$ cat src/rtl/core/amp_pkg.sv
// shared types, codes and constants of the accept-map message parser
// used by amp_ctrl, amp_dpath and accept_map_message_parser
package amp_pkg;

  localparam int unsigned MaxSourcesDef = 8;

  localparam logic [7:0]  VersionRst    = 8'd1;
  localparam logic [15:0] FaderLimitRst = 16'd150;

  localparam int unsigned OutDataW = 56;
  localparam int unsigned BcntW    = 10;
  localparam logic [BcntW-1:0] BcntMax = {BcntW{1'b1}};

  // register indexes on the config port
  localparam logic RegVersion    = 1'b0;
  localparam logic RegFaderLimit = 1'b1;

  // verdict status codes
  localparam logic [3:0] StOk       = 4'd0;
  localparam logic [3:0] StShort    = 4'd1;
  localparam logic [3:0] StVersion  = 4'd2;
  localparam logic [3:0] StZeroCnt  = 4'd3;
  localparam logic [3:0] StLength   = 4'd4;
  localparam logic [3:0] StZeroGen  = 4'd5;
  localparam logic [3:0] StTooMany  = 4'd6;
  localparam logic [3:0] StZeroKey  = 4'd7;
  localparam logic [3:0] StFader    = 4'd8;
  localparam logic [3:0] StDupKey   = 4'd9;

  // result kinds
  localparam logic KindEntry   = 1'b0;
  localparam logic KindVerdict = 1'b1;

  typedef enum logic [1:0] {
    OUT_NONE,
    OUT_ENTRY,
    OUT_VERDICT,
    OUT_HELD
  } out_sel_e;

  typedef struct packed {
    logic     take;
    logic     hold_verdict;
    out_sel_e out_sel;
  } amp_cmd_t;

  typedef struct packed {
    logic entry_done;
  } amp_stat_t;

endpackage

$ cat src/rtl/core/amp_ctrl.sv
// controller of the accept-map message parser: handshakes and result sequencing
// depends on amp_pkg
module amp_ctrl
  import amp_pkg::*;
(
  input  logic      clk_i,
  input  logic      rst_ni,
  input  logic      in_valid_i,
  input  logic      in_last_i,
  output logic      in_ready_o,
  output logic      out_valid_o,
  input  logic      out_ready_i,
  input  amp_stat_t stat_i,
  output amp_cmd_t  cmd_o
);

  localparam logic SRun  = 1'b0;
  localparam logic SVerd = 1'b1;

  logic state_q, state_d;
  logic out_valid_q, out_valid_d;
  logic slot_free;

  assign slot_free   = !out_valid_q || out_ready_i;
  assign in_ready_o  = (state_q == SRun) && slot_free;
  assign out_valid_o = out_valid_q;

  always_comb begin
    state_d            = state_q;
    out_valid_d        = out_valid_q && !out_ready_i;
    cmd_o.take         = 1'b0;
    cmd_o.hold_verdict = 1'b0;
    cmd_o.out_sel      = OUT_NONE;
    unique case (state_q)
      SRun: begin
        if (in_valid_i && in_ready_o) begin
          cmd_o.take = 1'b1;
          if (stat_i.entry_done) begin
            cmd_o.out_sel = OUT_ENTRY;
            out_valid_d   = 1'b1;
            if (in_last_i) begin
              cmd_o.hold_verdict = 1'b1;
              state_d            = SVerd;
            end
          end else if (in_last_i) begin
            cmd_o.out_sel = OUT_VERDICT;
            out_valid_d   = 1'b1;
          end
        end
      end
      SVerd: begin
        if (slot_free) begin
          cmd_o.out_sel = OUT_HELD;
          out_valid_d   = 1'b1;
          state_d       = SRun;
        end
      end
      default: state_d = SRun;
    endcase
  end

  always_ff @(posedge clk_i or negedge rst_ni) begin
    if (!rst_ni) begin
      state_q     <= SRun;
      out_valid_q <= 1'b0;
    end else begin
      state_q     <= state_d;
      out_valid_q <= out_valid_d;
    end
  end

endmodule

$ cat src/rtl/core/amp_dpath.sv
// datapath of the accept-map message parser: message fields, key store, checks, result regs
// depends on amp_pkg
module amp_dpath
  import amp_pkg::*;
#(
  parameter int unsigned MAX_SOURCES = MaxSourcesDef
) (
  input  logic        clk_i,
  input  logic        rst_ni,
  input  logic [7:0]  msg_byte_i,
  input  logic        eom_i,
  input  logic [7:0]  version_i,
  input  logic [15:0] fader_limit_i,
  input  amp_cmd_t    cmd_i,
  output amp_stat_t   stat_o,
  output logic        kind_o,
  output logic [2:0]  entry_index_o,
  output logic [7:0]  source_key_o,
  output logic [15:0] fader_id_o,
  output logic [15:0] generation_o,
  output logic [7:0]  source_count_o,
  output logic [3:0]  status_o,
  output logic        last_o
);

  localparam int unsigned IdxW = (MAX_SOURCES > 1) ? $clog2(MAX_SOURCES) : 1;
  localparam logic [7:0]  MaxSrc = 8'(MAX_SOURCES);

  // message state
  logic [BcntW-1:0] bcnt_q, bcnt_d;
  logic [15:0]      gen_q, gen_d;
  logic [7:0]       cnt_q, cnt_d;
  logic [1:0]       phase_q, phase_d;
  logic [7:0]       pkey_q, pkey_d;
  logic [7:0]       fhigh_q, fhigh_d;
  logic [7:0]       ecnt_q, ecnt_d;
  logic [3:0]       ferr_q, ferr_d;

  logic [7:0] key_store_q [MAX_SOURCES];

  logic [15:0]      fader;
  logic             entry_done;
  logic             dup;
  logic [3:0]       entry_err;
  logic             store_wr;
  logic [BcntW-1:0] exp_len;
  logic [3:0]       v_status;

  // held verdict, sent after the entry result of the same final byte
  logic [15:0] hgen_q;
  logic [7:0]  hcnt_q;
  logic [3:0]  hstat_q;

  // result register
  logic        kind_q;
  logic [2:0]  idx_q;
  logic [7:0]  key_q;
  logic [15:0] fid_q;
  logic [15:0] ogen_q;
  logic [7:0]  ocnt_q;
  logic [3:0]  ostat_q;
  logic        last_q;

  assign fader      = {fhigh_q, msg_byte_i};
  assign entry_done = (bcnt_q >= BcntW'(4)) && (phase_q == 2'd2);
  assign stat_o.entry_done = entry_done;
  assign store_wr   = cmd_i.take && entry_done && (ecnt_q < MaxSrc);

  // parallel compare against keys already stored in this message
  always_comb begin
    dup = 1'b0;
    for (int i = 0; i < MAX_SOURCES; i++) begin
      if ((8'(i) < ecnt_q) && (key_store_q[i] == pkey_q)) dup = 1'b1;
    end
  end

  always_comb begin
    if (pkey_q == 8'd0)              entry_err = StZeroKey;
    else if (fader >= fader_limit_i) entry_err = StFader;
    else if (dup)                    entry_err = StDupKey;
    else                             entry_err = StOk;
  end

  always_comb begin
    bcnt_d  = (bcnt_q == BcntMax) ? bcnt_q : bcnt_q + BcntW'(1);
    gen_d   = gen_q;
    cnt_d   = cnt_q;
    phase_d = phase_q;
    pkey_d  = pkey_q;
    fhigh_d = fhigh_q;
    ecnt_d  = ecnt_q;
    ferr_d  = ferr_q;
    if (bcnt_q == BcntW'(0)) begin
      if ((msg_byte_i != version_i) && (ferr_q == StOk)) ferr_d = StVersion;
    end else if (bcnt_q == BcntW'(1)) begin
      gen_d = {msg_byte_i, gen_q[7:0]};
    end else if (bcnt_q == BcntW'(2)) begin
      gen_d = {gen_q[15:8], msg_byte_i};
    end else if (bcnt_q == BcntW'(3)) begin
      cnt_d = msg_byte_i;
    end else if (phase_q == 2'd0) begin
      pkey_d  = msg_byte_i;
      phase_d = 2'd1;
    end else if (phase_q == 2'd1) begin
      fhigh_d = msg_byte_i;
      phase_d = 2'd2;
    end else begin
      phase_d = 2'd0;
      if ((entry_err != StOk) && (ferr_q == StOk)) ferr_d = entry_err;
      if (ecnt_q != 8'hff) ecnt_d = ecnt_q + 8'd1;
    end
  end

  // verdict from the state as it stands after this byte
  assign exp_len = BcntW'(4) + BcntW'({cnt_d, 1'b0}) + BcntW'(cnt_d);

  always_comb begin
    if (bcnt_d < BcntW'(4))       v_status = StShort;
    else if (ferr_d == StVersion) v_status = StVersion;
    else if (cnt_d == 8'd0)       v_status = StZeroCnt;
    else if (bcnt_d != exp_len)   v_status = StLength;
    else if (gen_d == 16'd0)      v_status = StZeroGen;
    else if (cnt_d > MaxSrc)      v_status = StTooMany;
    else                          v_status = ferr_d;
  end

  always_ff @(posedge clk_i or negedge rst_ni) begin
    if (!rst_ni) begin
      bcnt_q  <= '0;
      gen_q   <= '0;
      cnt_q   <= '0;
      phase_q <= '0;
      pkey_q  <= '0;
      fhigh_q <= '0;
      ecnt_q  <= '0;
      ferr_q  <= StOk;
    end else if (cmd_i.take) begin
      if (eom_i) begin
        bcnt_q  <= '0;
        gen_q   <= '0;
        cnt_q   <= '0;
        phase_q <= '0;
        pkey_q  <= '0;
        fhigh_q <= '0;
        ecnt_q  <= '0;
        ferr_q  <= StOk;
      end else begin
        bcnt_q  <= bcnt_d;
        gen_q   <= gen_d;
        cnt_q   <= cnt_d;
        phase_q <= phase_d;
        pkey_q  <= pkey_d;
        fhigh_q <= fhigh_d;
        ecnt_q  <= ecnt_d;
        ferr_q  <= ferr_d;
      end
    end
  end

  always_ff @(posedge clk_i) begin
    if (store_wr) key_store_q[ecnt_q[IdxW-1:0]] <= pkey_q;
  end

  always_ff @(posedge clk_i) begin
    if (cmd_i.hold_verdict) begin
      hgen_q  <= gen_d;
      hcnt_q  <= cnt_d;
      hstat_q <= v_status;
    end
  end

  always_ff @(posedge clk_i) begin
    case (cmd_i.out_sel)
      OUT_ENTRY: begin
        kind_q  <= KindEntry;
        idx_q   <= ecnt_q[2:0];
        key_q   <= pkey_q;
        fid_q   <= fader;
        ogen_q  <= '0;
        ocnt_q  <= '0;
        ostat_q <= StOk;
        last_q  <= 1'b0;
      end
      OUT_VERDICT: begin
        kind_q  <= KindVerdict;
        idx_q   <= '0;
        key_q   <= '0;
        fid_q   <= '0;
        ogen_q  <= gen_d;
        ocnt_q  <= cnt_d;
        ostat_q <= v_status;
        last_q  <= 1'b1;
      end
      OUT_HELD: begin
        kind_q  <= KindVerdict;
        idx_q   <= '0;
        key_q   <= '0;
        fid_q   <= '0;
        ogen_q  <= hgen_q;
        ocnt_q  <= hcnt_q;
        ostat_q <= hstat_q;
        last_q  <= 1'b1;
      end
      default: ;
    endcase
  end

  assign kind_o         = kind_q;
  assign entry_index_o  = idx_q;
  assign source_key_o   = key_q;
  assign fader_id_o     = fid_q;
  assign generation_o   = ogen_q;
  assign source_count_o = ocnt_q;
  assign status_o       = ostat_q;
  assign last_o         = last_q;

endmodule

$ cat src/rtl/core/accept_map_message_parser.sv
// top level of the accept-map message parser: config registers, controller and datapath
// depends on amp_pkg, amp_ctrl and amp_dpath
//
// usage
//   input stream: one message byte per request on s_axis_tdata_i, tlast marks the
//   final byte. a byte that completes a key/fader triple gives an entry result
//   (tuser 0); the final byte also gives a verdict (tuser 1, tlast 1) carrying
//   generation, count byte and the first failing check.
//   config: apb port, protocol_version at 0x0, fader_limit at 0x4; write only
//   while the parser is idle. pready is always high.
// timing
//   a byte's result is loaded into the output register when the byte is taken
//   and shows in the next cycle. sustained rate is one byte per cycle while the
//   receiver keeps up. a final byte that also ends a triple gives two results
//   via the single output register; the input holds off while the verdict follows.
// reset and stall
//   reset clears the message state, the output valid and sets the config
//   registers to 1 and 150. the key store is not cleared; only keys written in
//   the current message are compared. when the receiver stalls the result
//   holds and the input stops taking bytes until the output slot frees.
module accept_map_message_parser
  import amp_pkg::*;
#(
  parameter int unsigned MAX_SOURCES = MaxSourcesDef
) (
  input  logic        clk_i,
  input  logic        rst_ni,
  // slave stream
  input  logic        s_axis_tvalid_i,
  output logic        s_axis_tready_o,
  input  logic [7:0]  s_axis_tdata_i,   // [7:0] msg_byte
  input  logic        s_axis_tlast_i,   // end_of_message
  // master stream
  output logic        m_axis_tvalid_o,
  input  logic        m_axis_tready_i,
  // [2:0] entry_index, [10:3] source_key, [26:11] fader_id, [42:27] generation,
  // [50:43] source_count, [54:51] status, [55] zero
  output logic [OutDataW-1:0] m_axis_tdata_o,
  output logic        m_axis_tuser_o,   // [0] kind
  output logic        m_axis_tlast_o,   // last
  // config port
  input  logic        psel,
  input  logic        penable,
  input  logic        pwrite,
  input  logic [2:0]  paddr,
  input  logic [31:0] pwdata,
  output logic [31:0] prdata,
  output logic        pready
);

  logic [7:0]  version_q;
  logic [15:0] fader_limit_q;
  logic        cfg_wr;

  amp_cmd_t  cmd;
  amp_stat_t stat;

  logic [2:0]  entry_index;
  logic [7:0]  source_key;
  logic [15:0] fader_id;
  logic [15:0] generation;
  logic [7:0]  source_count;
  logic [3:0]  status;

  // config registers, word address taken from paddr[2]
  assign pready = 1'b1;
  assign cfg_wr = psel && penable && pwrite && pready;

  always_ff @(posedge clk_i or negedge rst_ni) begin
    if (!rst_ni) begin
      version_q     <= VersionRst;
      fader_limit_q <= FaderLimitRst;
    end else if (cfg_wr) begin
      unique case (paddr[2])
        RegVersion:    version_q     <= pwdata[7:0];
        RegFaderLimit: fader_limit_q <= pwdata[15:0];
        default: ;
      endcase
    end
  end

  always_comb begin
    unique case (paddr[2])
      RegVersion:    prdata = {24'd0, version_q};
      RegFaderLimit: prdata = {16'd0, fader_limit_q};
      default:       prdata = '0;
    endcase
  end

  amp_ctrl u_ctrl (
    .clk_i       (clk_i),
    .rst_ni      (rst_ni),
    .in_valid_i  (s_axis_tvalid_i),
    .in_last_i   (s_axis_tlast_i),
    .in_ready_o  (s_axis_tready_o),
    .out_valid_o (m_axis_tvalid_o),
    .out_ready_i (m_axis_tready_i),
    .stat_i      (stat),
    .cmd_o       (cmd)
  );

  amp_dpath #(
    .MAX_SOURCES (MAX_SOURCES)
  ) u_dpath (
    .clk_i          (clk_i),
    .rst_ni         (rst_ni),
    .msg_byte_i     (s_axis_tdata_i),
    .eom_i          (s_axis_tlast_i),
    .version_i      (version_q),
    .fader_limit_i  (fader_limit_q),
    .cmd_i          (cmd),
    .stat_o         (stat),
    .kind_o         (m_axis_tuser_o),
    .entry_index_o  (entry_index),
    .source_key_o   (source_key),
    .fader_id_o     (fader_id),
    .generation_o   (generation),
    .source_count_o (source_count),
    .status_o       (status),
    .last_o         (m_axis_tlast_o)
  );

  assign m_axis_tdata_o = {1'b0, status, source_count, generation, fader_id,
                           source_key, entry_index};

endmodule

$ cat config.mk
export PLATFORM = sky130hd
export DESIGN_NAME = accept_map_message_parser
export DESIGN_NICKNAME = d
export VERILOG_FILES = /design/src/rtl/core/amp_pkg.sv /design/src/rtl/core/amp_ctrl.sv /design/src/rtl/core/amp_dpath.sv /design/src/rtl/core/accept_map_message_parser.sv
export SDC_FILE = /design/constraint.sdc
export NUM_CORES = 1
export LEC_CHECK = 0
export BUFFER_PORTS_ARGS = -buffer_cell sky130_fd_sc_hd__buf_2
export CAP_MARGIN = 20
export CORE_MARGIN = 5
export CORE_UTILIZATION = 43
export DETAILED_ROUTE_END_ITERATION = 7
export SLEW_MARGIN = 20
export SYNTH_ARGS = -nofsm -noshare
export SYNTH_HDL_FRONTEND = slang
export SYNTH_SLANG_ARGS = --single-unit
$ cat constraint.sdc
create_clock -name clk_i -period 9.5 [get_ports clk_i]
set_input_delay 1.9 -clock clk_i [delete_from_list [all_inputs] [get_ports clk_i]]
set_output_delay 1.9 -clock clk_i [all_outputs]
set_load 0.02 [all_outputs]
==> key figures <==
Cells and area
  • Cell Count, Final, Fillers Out: 1457
  • Synth-to-layout area growth: 13.91%
  • Ant diodes: 0
  • Finished Cell Area: 13430 sq um
  • Share of cells above drive strength 1: 0.1918
  • Layout net count: 1190

Drt
  • Antenna viol nets, final: 0
  • WL per Instance: 18.28 um
  • Routed WL: 26.63 mm
  • Drt pass-1 iters: 5
  • Via count: 7797
  • Starting DRT DRC Count: 399
  • Post-route DRC: 0
  • Via density: 5.351

Power and ir drop
  • Tot Pwr: 0.002828 W
  • Pwr dens: 210.5 nW/um^2
  • Pleak: 5.803 nW
  • IR drop worst, VDD: 0.0001548 V

Yosys
  • Number of flops mapped to enable cells by yosys: 148
  • Fraction of the mapped netlist area in simple logic gates: 0.1225
  • Sequential fraction of the synthesis area: 0.5684
  • Synth top area share: 0.3769
  • Synth warn: 0
  • Main combinational cell family by area after synthesis: simple AND/OR/NAND/NOR gates
  • Syn Area/Cell: 11.83 sq um
  • Synth Area in XOR/XNOR: 0.06239
  • Post-synthesis mux area share: 0.05305
  • Top cells by count, synth: 148 x edfxtp_1, 85 x dfrtp_1, 80 x nand2_1
  • Area leader, netlist: edfxtp_1
  • Mapped Area: 11790 sq um
  • Synth Area in Compound Gates: 0.1009
  • Distinct cell type count after synthesis: 75
  • Post-Synth Adder-Cell Area: 0.04626
  • Most common cell in the synthesized netlist: edfxtp_1
  • Area contributors post-synth: edfxtp_1 38%, dfrtp_1 18%, ha_1 4.5%
  • Flops & latches, synth: 238
  • Top_reg_cell synth: edfxtp_1
  • Fraction of registers with async set/reset: 0.3782
  • Syn Inst Count: 997

Timing
  • Slew headroom: 0.3638
  • Setup TNS: 0 ns
  • Post-route clock skew: 0.01130 ns
  • Min cycle time layout: 5.125 ns
  • Final setup fails: 0
  • RSZ-0062 raised after global routing: no
  • Final hold vios: 0
  • Worst Max-Slew Pin Slew: 0.9493 ns
  • Max Freq: 0.1951 GHz
  • Max Slew Vio Count: 0
  • Final Cycle Share: 0.5394

Worst hold path
  • Worst hold endpoint: u_dpath.cnt_q[3]
  • Hold path depth: 2
  • Hold Startpoint: u_dpath.cnt_q[3]
  • Hold Path Class: flip-flop to flip-flop

Clock network
  • Clk buf depth: 3
  • CTS clk-pin slew, worst paths: 0.06 ns
  • Post-CTS sizing: 0
  • Inserted Clock Buffers: 26
  • Clock Sinks: 238
  • Clock Latency Late Sink: 0.53 ns
  • H-tree Lvls: 1
  • Post CTS Setup Buffer Count: 0
  • Clock root buffer: clkbuf_16
  • CTS Hold Bufs: 0
  • CTS tree: built

Global routing
  • GR Util All Layers: 0.1718
  • Vias in the first global route: 7864
  • Congestion Overflow GR: 0
  • First-pass GRT wire length: 43.05 mm
  • Met3 GRT Util: 0.02497
  • Layer with the highest usage: met2
  • Met2 Track Usage GR: 0.2811
  • Antenna violations before repair: 0
  • Largest net degree at the start of global routing: 53
  • GR Util met1: 0.2480

Setup path
  • WP data required: 9.78 ns
  • Crit-path max FO: 9
  • Worst r2r src: u_dpath.bcnt_q[0]
  • Critical path arrival: 5.41 ns
  • Setup slack, reg-to-reg: 4.38 ns
  • RR Endpoint: u_dpath.status_o[2]
  • Crit path kind: primary input to flip-flop
  • Crit path cell chain: buf_2 -> mux2i_1 -> inv_1 -> ha_1 -> ha_1 -> fa_1 -> nand2b_1 -> o221ai_1 -> a211oi_1 -> o2111ai_1 -> nor4_1 -> nand4_1 -> nor2_2 -> a311oi_1 -> a22o_1
  • Slowest CP cell: fa_1
  • Crit. End Element: flip-flop
  • CP most frequent cell: ha_1
  • Startpoint types: primary input
  • R2R cell count: 18
  • Worst path max stage delay: 0.56 ns

Die
  • Die height: 175.6 um
  • Die Width: 175.6 um
  • Die area: 30840 sq um
  • Row count: 60
  • Core area: 26950 sq um
  • Initial core utilization: 0.4376
  • IO Count: 144

Placement
  • # placed instances: 1409
  • RD Place Congestion: 0.8529
  • Detail Placement HPWL: 17.98 mm
  • Placed cell area: 12580 sq um
  • IO buf count: 107

Flow run
  • MaxCap Viol Count: 0

Status
  • Status: completed
[per-stage QoR]
stage | worst slack, ns | hold WS [ns] | util
global route | 4.007 | 0.5193 | 0.4984
finish | 4.375 | 0.4848 | 0.4984
detailed placement | 3.896 | 0.4706 | 0.4669
floorplan | 4.450 | 0.4444 | -
CTS | 4.406 | 0.4850 | 0.4980
global placement | 3.879 | 0.4588 | 0.4669
[final cells by class]
cell class | count | area, sq um
fill | 2439 | 13520
sequential | 238 | 6703
multi-input combinational | 655 | 4629
clock buffer | 37 | 723.2
timing repair buffer | 119 | 628.1
tap | 341 | 426.7
inverter | 56 | 210.2
clock inverter | 11 | 112.6
[report_power, final]
group	switching (W)	leakage [nW]	internal, W
registers	0.000109	2.57	0.00120
clock network	0.000404	0.406	0.000585
logic	0.000308	2.83	0.000219
total	0.000820	5.80	0.00201
[cell usage in the layout, fill, tap and decap left out, drive strengths merged, types with 4 or more instances in the layout]
| master | instances |
|---|---|
| edfxtp | 148 |
| a21o | 13 |
| nand4 | 21 |
| and3 | 7 |
| nor2 | 50 |
| a211o | 4 |
| mux2 | 34 |
| o21a | 5 |
| nand3b | 4 |
| clkbuf | 37 |
| xnor2 | 38 |
| a211oi | 7 |
| o31ai | 4 |
| nand2 | 80 |
| nor4 | 16 |
| inv | 56 |
| and2 | 36 |
| nand2b | 8 |
| or4 | 5 |
| a22o | 20 |
| ha | 42 |
| dfstp | 5 |
| nand3 | 11 |
| clkinv | 8 |
| a31oi | 9 |
| nor3 | 17 |
| a21oi | 25 |
| xor2 | 46 |
| mux2i | 23 |
| o21ai | 68 |
| conb | 18 |
| buf | 119 |
| dfrtp | 85 |
[state kept, by name, summed over array words and instances (netlist names), 10 cells and up]
| name | cells |
|---|---|
| u_dpath.key_store_q | 64 |
| fader_limit_q | 16 |
| u_dpath.fader_id_o | 16 |
| u_dpath.gen_q | 16 |
| u_dpath.generation_o | 16 |
| u_dpath.hgen_q | 16 |
| u_dpath.bcnt_q | 10 |
[routing by layer]
| layer | part of all wire | vias up |
|---|---|---|
| li1 | - | 3762 |
| met1 | 0.47 | 3834 |
| met2 | 0.48 | 181 |
| met3 | 0.045 | 20 |
| met4 | 0.0093 | 0 |
| met5 | 0 | - |
[kinds of logic (layout without fill, tap and decap cells)]
kind of cell / count (synthesis) / after routing
AND/OR/NAND/NOR: 272 / 272
flip-flops: 238 / 238
AO/OA/AOI/OAI: 181 / 181
buffers and inverters: 120 / 223
XOR/XNOR: 84 / 84
multiplexers: 57 / 57
adder cells (fa/ha/maj): 43 / 43
other: 2 / 18
[worst max path at each step]
stage | from | slack, ns | to | cells after the start
floorplan | s_axis_tdata_i[2] | 4.45 | u_dpath.status_o[2] | 15
global placement | s_axis_tdata_i[2] | 3.88 | u_dpath.status_o[1] | 15
detailed placement | s_axis_tdata_i[2] | 3.90 | u_dpath.status_o[2] | 15
CTS | u_dpath.bcnt_q[0] | 4.41 | u_dpath.status_o[1] | 18
global route | u_dpath.bcnt_q[0] | 4.01 | u_dpath.status_o[1] | 18
finish | s_axis_tdata_i[1] | 4.38 | u_dpath.status_o[2] | 15
[worst max-delay path, delay by kind of cell]
kind / cells / cell delay [ns]
compound gates: 5 / 0.88
fa+ha+maj: 3 / 0.99
buf+inv: 2 / 0.32
mux: 1 / 0.39
simple gates: 4 / 0.92
Power figures use the tool's default switching activity.
